### src/design/event_timer_table_assert.svh
// Assertion macros for the timer table; clk and rst_n are taken from the enclosing module.
`ifndef EVENT_TIMER_TABLE_ASSERT_SVH
`define EVENT_TIMER_TABLE_ASSERT_SVH

// Same-cycle implication.
`define ETT_ASSERT_SAME(lbl, ante, cons) \
  lbl: assert property (@(posedge clk) disable iff (!rst_n) (ante) |-> (cons)) \
    else $error("event_timer_table: assertion failed");

// Next-cycle implication.
`define ETT_ASSERT_NEXT(lbl, ante, cons) \
  lbl: assert property (@(posedge clk) disable iff (!rst_n) (ante) |=> (cons)) \
    else $error("event_timer_table: assertion failed");

`endif

### src/design/ett_pkg.sv
`timescale 1ns / 1ps

package ett_pkg;

  localparam int NUM_SLOTS = 8;
  localparam int CNT_W     = (NUM_SLOTS > 1) ? $clog2(NUM_SLOTS) : 1;
  localparam int TAG_W     = 16;
  localparam int TIME_W    = 64;
  localparam int SLOT_W    = 3;

  typedef struct packed {
    logic [TAG_W-1:0]  tag;
    logic              armed;
    logic [TIME_W-1:0] due;
    logic [TIME_W-1:0] period;
  } slot_t;

  typedef enum logic [1:0] {
    OP_REG   = 2'd0,
    OP_UNREG = 2'd1,
    OP_SCHED = 2'd2,
    OP_PROC  = 2'd3
  } op_t;

  typedef enum logic [1:0] {
    KIND_STATUS = 2'd0,
    KIND_FIRED  = 2'd1,
    KIND_DONE   = 2'd2
  } kind_t;

  typedef enum logic [1:0] {
    ST_IDLE,
    ST_SCAN,
    ST_DONE
  } state_t;

  // Report a slot index in the fixed 3-bit result field.
  function automatic logic [SLOT_W-1:0] slot_code(input logic [CNT_W-1:0] idx);
    logic [CNT_W+SLOT_W-1:0] wide;
    wide = {{SLOT_W{1'b0}}, idx};
    return wide[SLOT_W-1:0];
  endfunction

endpackage

### src/design/ett_cell.sv
`timescale 1ns / 1ps

module ett_cell import ett_pkg::*; (
  input  logic  clk,
  input  logic  rst_n,
  input  logic  shift,
  input  slot_t d_in,
  output slot_t q
);

  logic [TAG_W-1:0]  tag_r;
  logic              armed_r;
  logic [TIME_W-1:0] due_r;
  logic [TIME_W-1:0] period_r;

  always_ff @(posedge clk) begin
    if (!rst_n) begin
      tag_r   <= '0;
      armed_r <= 1'b0;
    end else if (shift) begin
      tag_r   <= d_in.tag;
      armed_r <= d_in.armed;
    end
  end

  // Due time and period only matter once a slot is armed, which writes both.
  always_ff @(posedge clk) begin
    if (shift) begin
      due_r    <= d_in.due;
      period_r <= d_in.period;
    end
  end

  assign q = '{tag: tag_r, armed: armed_r, due: due_r, period: period_r};

endmodule

### src/design/event_timer_table.sv
`timescale 1ns / 1ps

// Channel   Ports                                            Handshake
// input     in_op in_event_id in_time_req in_interval        start high, busy low
// result    out_kind out_ok out_slot out_fired_id             out_valid for one cycle
//           out_fire_time out_last
//
// Each word holds busy while the ring of slot cells rotates once, one slot passing the head
// update per cycle, and then in a closing state for the status or closing result. The final
// result shows in the first idle cycle, where the next word may be taken. Fired results leave
// in the cycle after their slot passes the head. Synchronous reset empties and disarms every
// slot. Results cannot be stalled.

`include "event_timer_table_assert.svh"

module event_timer_table import ett_pkg::*; (
  input  logic              clk,
  input  logic              rst_n,
  input  logic              start,
  output logic              busy,
  input  logic [1:0]        in_op,
  input  logic [TAG_W-1:0]  in_event_id,
  input  logic [TIME_W-1:0] in_time_req,
  input  logic [TIME_W-1:0] in_interval,
  output logic              out_valid,
  output logic [1:0]        out_kind,
  output logic              out_ok,
  output logic [SLOT_W-1:0] out_slot,
  output logic [TAG_W-1:0]  out_fired_id,
  output logic [TIME_W-1:0] out_fire_time,
  output logic              out_last
);

  localparam logic [CNT_W-1:0] LAST_IDX = CNT_W'(NUM_SLOTS - 1);

  state_t state_r, state_nxt;
  logic [CNT_W-1:0]  idx_r;
  logic              found_r, found_nxt;
  logic [CNT_W-1:0]  first_r, first_nxt;
  op_t               op_r;
  logic [TAG_W-1:0]  tag_r;
  logic [TIME_W-1:0] time_r;
  logic [TIME_W-1:0] iv_r;

  logic              out_valid_r, ov_nxt;
  kind_t             out_kind_r, kind_nxt;
  logic              out_ok_r, ok_nxt;
  logic [SLOT_W-1:0] out_slot_r, slot_nxt;
  logic [TAG_W-1:0]  out_id_r, id_nxt;
  logic [TIME_W-1:0] out_ft_r, ft_nxt;
  logic              out_last_r, last_nxt;

  logic  accept;
  logic  cell_shift;
  logic  tag_nz, time_nz, head_match, head_due;
  slot_t head_upd;
  slot_t cell_q [NUM_SLOTS];

  assign busy       = (state_r != ST_IDLE);
  assign accept     = start && !busy;
  assign cell_shift = (state_r == ST_SCAN);
  assign tag_nz     = (tag_r != '0);
  assign time_nz    = (time_r != '0);
  assign head_match = (cell_q[0].tag == tag_r);
  assign head_due   = (cell_q[0].tag != '0) && cell_q[0].armed && (cell_q[0].due <= time_r);

  // Ring of slot cells: the head updates and returns to the tail.
  for (genvar k = 0; k < NUM_SLOTS; k++) begin : g_cell
    slot_t cell_d;
    if (k == NUM_SLOTS - 1) begin : g_tail
      assign cell_d = head_upd;
    end else begin : g_mid
      assign cell_d = cell_q[k+1];
    end
    ett_cell u_cell (
      .clk   (clk),
      .rst_n (rst_n),
      .shift (cell_shift),
      .d_in  (cell_d),
      .q     (cell_q[k])
    );
  end

  always_comb begin
    state_nxt = state_r;
    unique case (state_r)
      ST_IDLE: if (start) state_nxt = ST_SCAN;
      ST_SCAN: if (idx_r == LAST_IDX) state_nxt = ST_DONE;
      ST_DONE: state_nxt = ST_IDLE;
      default: state_nxt = ST_IDLE;
    endcase
  end

  always_comb begin
    head_upd  = cell_q[0];
    found_nxt = found_r;
    first_nxt = first_r;
    ov_nxt    = 1'b0;
    kind_nxt  = KIND_STATUS;
    ok_nxt    = 1'b0;
    slot_nxt  = '0;
    id_nxt    = '0;
    ft_nxt    = '0;
    last_nxt  = 1'b0;
    unique case (state_r)
      ST_IDLE: ;
      ST_SCAN: begin
        unique case (op_r)
          OP_REG: begin
            if (tag_nz && !found_r && cell_q[0].tag == '0) begin
              head_upd  = '{tag: tag_r, armed: 1'b0, due: '0, period: '0};
              found_nxt = 1'b1;
              first_nxt = idx_r;
            end
          end
          OP_UNREG: begin
            if (tag_nz && head_match) begin
              head_upd.tag   = '0;
              head_upd.armed = 1'b0;
              found_nxt      = 1'b1;
              if (!found_r) first_nxt = idx_r;
            end
          end
          OP_SCHED: begin
            if (tag_nz && time_nz && !found_r && head_match) begin
              head_upd.due    = time_r;
              head_upd.period = iv_r;
              head_upd.armed  = 1'b1;
              found_nxt       = 1'b1;
              first_nxt       = idx_r;
            end
          end
          OP_PROC: begin
            if (time_nz && head_due) begin
              ov_nxt   = 1'b1;
              kind_nxt = KIND_FIRED;
              ok_nxt   = 1'b1;
              slot_nxt = slot_code(idx_r);
              id_nxt   = cell_q[0].tag;
              ft_nxt   = cell_q[0].due;
              // advance a periodic slot, disarm a one-shot
              if (cell_q[0].period != '0) head_upd.due = cell_q[0].due + cell_q[0].period;
              else head_upd.armed = 1'b0;
            end
          end
          default: ;
        endcase
      end
      ST_DONE: begin
        ov_nxt   = 1'b1;
        last_nxt = 1'b1;
        if (op_r == OP_PROC) begin
          kind_nxt = KIND_DONE;
          ok_nxt   = time_nz;
        end else begin
          kind_nxt = KIND_STATUS;
          ok_nxt   = found_r;
          slot_nxt = found_r ? slot_code(first_r) : '0;
        end
      end
      default: ;
    endcase
  end

  always_ff @(posedge clk) begin
    if (!rst_n) begin
      state_r     <= ST_IDLE;
      idx_r       <= '0;
      found_r     <= 1'b0;
      out_valid_r <= 1'b0;
    end else begin
      state_r     <= state_nxt;
      out_valid_r <= ov_nxt;
      if (accept) begin
        idx_r   <= '0;
        found_r <= 1'b0;
      end else if (cell_shift) begin
        idx_r   <= (idx_r == LAST_IDX) ? '0 : idx_r + CNT_W'(1);
        found_r <= found_nxt;
      end
    end
  end

  always_ff @(posedge clk) begin
    if (accept) begin
      op_r   <= op_t'(in_op);
      tag_r  <= in_event_id;
      time_r <= in_time_req;
      iv_r   <= in_interval;
    end
    if (cell_shift) first_r <= first_nxt;
    out_kind_r <= kind_nxt;
    out_ok_r   <= ok_nxt;
    out_slot_r <= slot_nxt;
    out_id_r   <= id_nxt;
    out_ft_r   <= ft_nxt;
    out_last_r <= last_nxt;
  end

  assign out_valid     = out_valid_r;
  assign out_kind      = out_kind_r;
  assign out_ok        = out_ok_r;
  assign out_slot      = out_slot_r;
  assign out_fired_id  = out_id_r;
  assign out_fire_time = out_ft_r;
  assign out_last      = out_last_r;

  `ETT_ASSERT_SAME(a_fired_not_last, out_valid_r && out_kind_r == KIND_FIRED, !out_last_r)
  `ETT_ASSERT_NEXT(a_accept_busy, start && !busy, busy)
  `ETT_ASSERT_NEXT(a_done_gives_last, state_r == ST_DONE, out_valid_r && out_last_r)
  `ETT_ASSERT_SAME(a_last_when_idle, out_valid_r && out_last_r, !busy)

endmodule
### config.mk
export PLATFORM = sky130hd
export DESIGN_NAME = event_timer_table
export DESIGN_NICKNAME = d
export VERILOG_FILES = /design/src/design/ett_pkg.sv /design/src/design/ett_cell.sv /design/src/design/event_timer_table.sv
export VERILOG_INCLUDE_DIRS = /design/src /design/src/design
export SDC_FILE = /design/constraint.sdc
export NUM_CORES = 1
export LEC_CHECK = 0
export BUFFER_PORTS_ARGS = -buffer_cell sky130_fd_sc_hd__buf_2
export CELL_PAD_IN_SITES_DETAIL_PLACEMENT = 0
export CELL_PAD_IN_SITES_GLOBAL_PLACEMENT = 2
export CORE_MARGIN = 2
export CORE_UTILIZATION = 50
export CTS_CLUSTER_SIZE = 8
export DETAILED_ROUTE_END_ITERATION = 8
export HOLD_SLACK_MARGIN = 0.1
export PLACE_DENSITY = 0.9
export SETUP_SLACK_MARGIN = 0.15
export SLEW_MARGIN = 5
export SYNTH_ARGS = -nofsm -noshare
export SYNTH_HDL_FRONTEND = slang
export SYNTH_SLANG_ARGS = --single-unit
### constraint.sdc
create_clock -name clk -period 71.1 [get_ports clk]
set_clock_uncertainty 0.1 [all_clocks]
set_input_delay 14.22 -clock clk [delete_from_list [all_inputs] [get_ports clk]]
set_output_delay 14.22 -clock clk [all_outputs]
set_load 0.05 [all_outputs]
# After elaboration in Yosys (flattened, before gate mapping)
# Index checks and enable logic that the tools add are counted.
# word_totals
ff_bits	1403
word_cells	128
# op_classes
add_sub_neg	2
n_reduce_logical	26
mux	38
order_cmp	1
n_eq_ne	13
bitwise_logic	1
# op_table
cell	count
64-bit case mux with 3 select lines	1
145-bit two-way mux	1
129-bit two-way mux	1
64-bit case mux with 2 select lines	1
64-bit nonzero test	2
65-bit two-way mux	1
64-bit adder	1
64-bit <= comparator	1
64-bit two-way mux	1
16-bit case mux with 2 select lines	1
16-bit nonzero test	2
3-bit two-way mux	9
17-bit two-way mux	1
16-bit equality test	1
16-bit logical NOT	1
1-bit logical AND	10
1-bit two-way mux	10
2-bit != test (second input constant)	5
3-bit case mux with 3 select lines	1
2-bit case mux with 2 select lines	2
2-bit equality test (second input constant)	3
2-bit two-way mux	3
3-bit case mux with 2 select lines	1
6-bit AND reduction	1
other kinds (16)	20

# Depth between registers and ports, before layout
# logic_depth
ltp_word	7
ltp_mapped	17
mapped_depth_nobuf	15

# Modules after synthesis
# From an unflattened synthesis, not the netlist that was laid out.
# hier_totals
hier_cells	3108
area_unflattened_um2	51475.6
# by_module_without_submodules
module	instances	area_each_um2	cells_each
ett_cell	8	4503.1	183
event_timer_table	1	15451.1	1644

# Worst setup path after synthesis
# Ideal clock, no wire load.
# synth_timing
kind	reg-to-reg
startpoint	register state_r[0]
endpoint	register g_cell[0].u_cell.tag_r[0]
path_slack_ns	45.479
synth_period_minus_slack_ns	25.621
path_stages_with_launch	7
t_arrival_ns	25.405
setup_ns	0.117
path_cell_list	dfxtp_1 ha_1 clkbuf_1 buf_2 clkbuf_1 mux2i_1 nor2b_1
# synth_via
elab_chain_cells	1
# synth_lines
element	line_no	rtl
start, declared	event_timer_table.sv:36	state_t state_r, state_nxt;
start signal, assigned	event_timer_table.sv:172	state_r <= state_nxt;
2-bit by 1-bit equality test with 1-bit output	event_timer_table.sv:61	assign cell_shift = (state_r == ST_SCAN);
end signal, assigned	ett_cell.sv:21	tag_r <= d_in.tag;
end, declared	ett_cell.sv:11	logic [TAG_W-1:0] tag_r;
# No other way between the ends.
# A chain may end at the register's enable or synchronous reset.

# Worst setup path after layout
# layout_timing
startpoint	register state_r[0]
endpoint	output busy
# layout_via
elab_chain_cells	1
# layout_lines
element	line_no	rtl
2-bit nonzero test	event_timer_table.sv:59	assign busy = (state_r != ST_IDLE);
end, declared	event_timer_table.sv:20	output logic busy,
# No other way between the ends.

==> metrics.txt <==
element type at the critical path start=flop; Ys Warns=0; CP most frequent cell=inv_1; Synth area leaders=edfxtp_1 (70%), dfxtp_1 (9.1%), ha_1 (3.3%), mux2i_1 (2.5%), nor2b_1 (1.6%); H-Tree Depth=4; Fmax achieved=61.9 MHz; fin util=0.587; Slew @ Worst Pin=1180 ps; crit-path max FO=3; Initial Utilization=0.505; Syn Area/Cell=17.2 sq um; postcts setup bufs=0; Final Power=2.10 mW; number of global-route vias before repair=26700; asr flop ratio synth=0; final wirelength=around 110000 um; initial antenna violation count=4; total leakage power=21.3 nW; Total GRT Usage=0.207; outcome=complete, no violations; Area growth, synth to finish=16.4%; port buffer count=between 200 and 250; Placed Instances=4400; critical path's largest stage delay=approximately 400 ps; # Max-Cap Violations=0; clk root buf=clkbuf_16; net count reported at finish=3580; Clock Sink Count=1403; Post-CTS Resized=0; Setup CP Type=reg -> out; global placement routability congestion=0.848; die height=between 300 and 400 um; Max VDD drop=roughly 0.021 mV; Syn Nets=around 3200; most common cell after layout, fill and taps aside=edfxtp_1; WL/cell=22.6 um; worst endpoint required time=56780 ps; Worst Setup Slack, final=~55000 ps; pre-CTS setup slack=54890 ps; DRC viols=0; DP Area=53200 sq um; most frequent cells in the layout=edfxtp_1 (1173), buf_2 (237), dfxtp_1 (230), clkbuf_16 (193), ha_1 (132); number of iterations in the first detailed-routing pass=6; Slew headroom=0.207; die footprint=between 100000 and 150000 sq um; synth unique cells=72; pin count of the biggest net entering global routing=~210; CP endpoint kind=primary output; Synth area leader=edfxtp_1; critical path arrival=1830 ps; register area share after synthesis=0.788; share of post-route cells with drive strength above 1=0.145; Top Ports=between 200 and 250; worst skew pair latency=790 ps; TNS Setup=0 ps; Final period util=0.227; slowest CP cell=dfxtp_1; Hold WS=285 ps; Pwr Density=35.6 nW/um^2; core area=100000 sq um; Final Max Tran Viols=0; WP buf/inv=3; CP top delay family=buffers and inverters; clk slew on worst S/H paths=50 ps; first-pass GRT wire length=~160000 um; EDFF count, synth=1173; HP Class=reg -> reg; final instance area=approximately 60000 sq um; non-filler cells, final=4735; cell chain of the critical path=inv_1 > ha_1 > inv_1 > buf_2; Num CTS Buffers=193; RSZ-0062 raised after global routing=no; hold buffer count at CTS=0; prevailing post-synth register cell=edfxtp_1; maximum clock insertion buffer count=3; final hold vios=0; vias after detailed routing=around 27000; n_diodes=0; Synth Cell Area=50500 sq um; GRT overflow=0; Synth top area share=0.697; DR iter-0 viols=2970; setup violators final=0; Final ANT Viol Nets=0; Yosys reg bits=1403; num rows=roughly 120; Vias/cell=5.63; post-synthesis cell count=2941; HPWL after DPL=68000 um; CTS tree=done; fin crit period=16150 ps; die width=322 um
## report_power, final
part | internal, mW | switching, mW | total [mW]
combinational | 0.0628 | 0.123 | 0.186
clock | 0.508 | 0.339 | 0.847
sequential | 1.02 | 0.0453 | 1.06
total | 1.59 | 0.508 | 2.10
## layer usage
layer	vias to the layer above	GRT usage	wire length, um
li1	12000	-	-
met1	13400	0.287	45900
met2	982	0.324	50400
met3	213	0.0394	6950
met4	4	0.0873	3790
met5	-	0	22
## cell usage after synthesis, types with 9 or more instances
cell / number
nand2_1: 53
edfxtp_1: 1173
inv_1: 88
dfxtp_1: 230
a21o_1: 61
mux2i_1: 127
clkbuf_1: 83
o21bai_1: 15
a22oi_1: 34
o21ai_1: 9
nor3b_1: 17
nor2_1: 99
nand4_1: 42
ha_1: 133
xnor2_1: 45
a221o_1: 27
nor3_1: 14
nor2b_1: 131
a221oi_1: 19
a21oi_1: 106
nand3_1: 19
o21ai_0: 75
xor2_1: 28
a22o_1: 67
buf_1: 9
nor4_1: 43
and2_1: 82
## final timing paths
path | start | endpoint | slack, ps | cells after the start
worst max register to register | state_r[1] | g_cell[5].u_cell.period_r[58] | 64880 | 7
worst max-delay path | state_r[0] | busy | 54950 | 4
worst min-delay path | g_cell[3].u_cell.due_r[16] | g_cell[2].u_cell.due_r[16] | 290 | 0
worst min register to register | g_cell[3].u_cell.due_r[16] | g_cell[2].u_cell.due_r[16] | 290 | 0
## worst reg2reg max path: stages, from the launching register on
cell     delay, ps
dfxtp_1        310
inv_1          150
ha_4           580
buf_4          790
buf_4          890
buf_4          880
buf_4         1000
buf_4         1070
## state kept, by name (all words and copies together) (netlist names), 8 cells and up
name                    cells
tag_r                      16
iv_r                       64
out_fired_id               16
g_cell.u_cell.tag_r       128
g_cell.u_cell.armed_r       8
out_fire_time              64
g_cell.u_cell.due_r       512
g_cell.u_cell.period_r    512
time_r                     64
## cell type report
| cell class | count | area, sq um |
|---|---|---|
| clock inverters | 14 | 332 |
| well taps | 1298 | 1620 |
| fillers | 7406 | 41300 |
| inverters | 88 | 330 |
| repair buffers | 264 | 1400 |
| clock buffers | 321 | 5320 |
| multi-input cells | 1347 | 10000 |
| flip-flops and latches | 1403 | 39800 |
## cell families after synthesis
group	Yosys count	share of synthesized area
xor+xnor	73	0.0127
compound gates	478	0.0667
simple gates	534	0.0590
flops	1403	0.788
fa+ha+maj	134	0.0333
buf+inv	191	0.0149
mux	128	0.0254
Power figures use the tool's default switching activity.
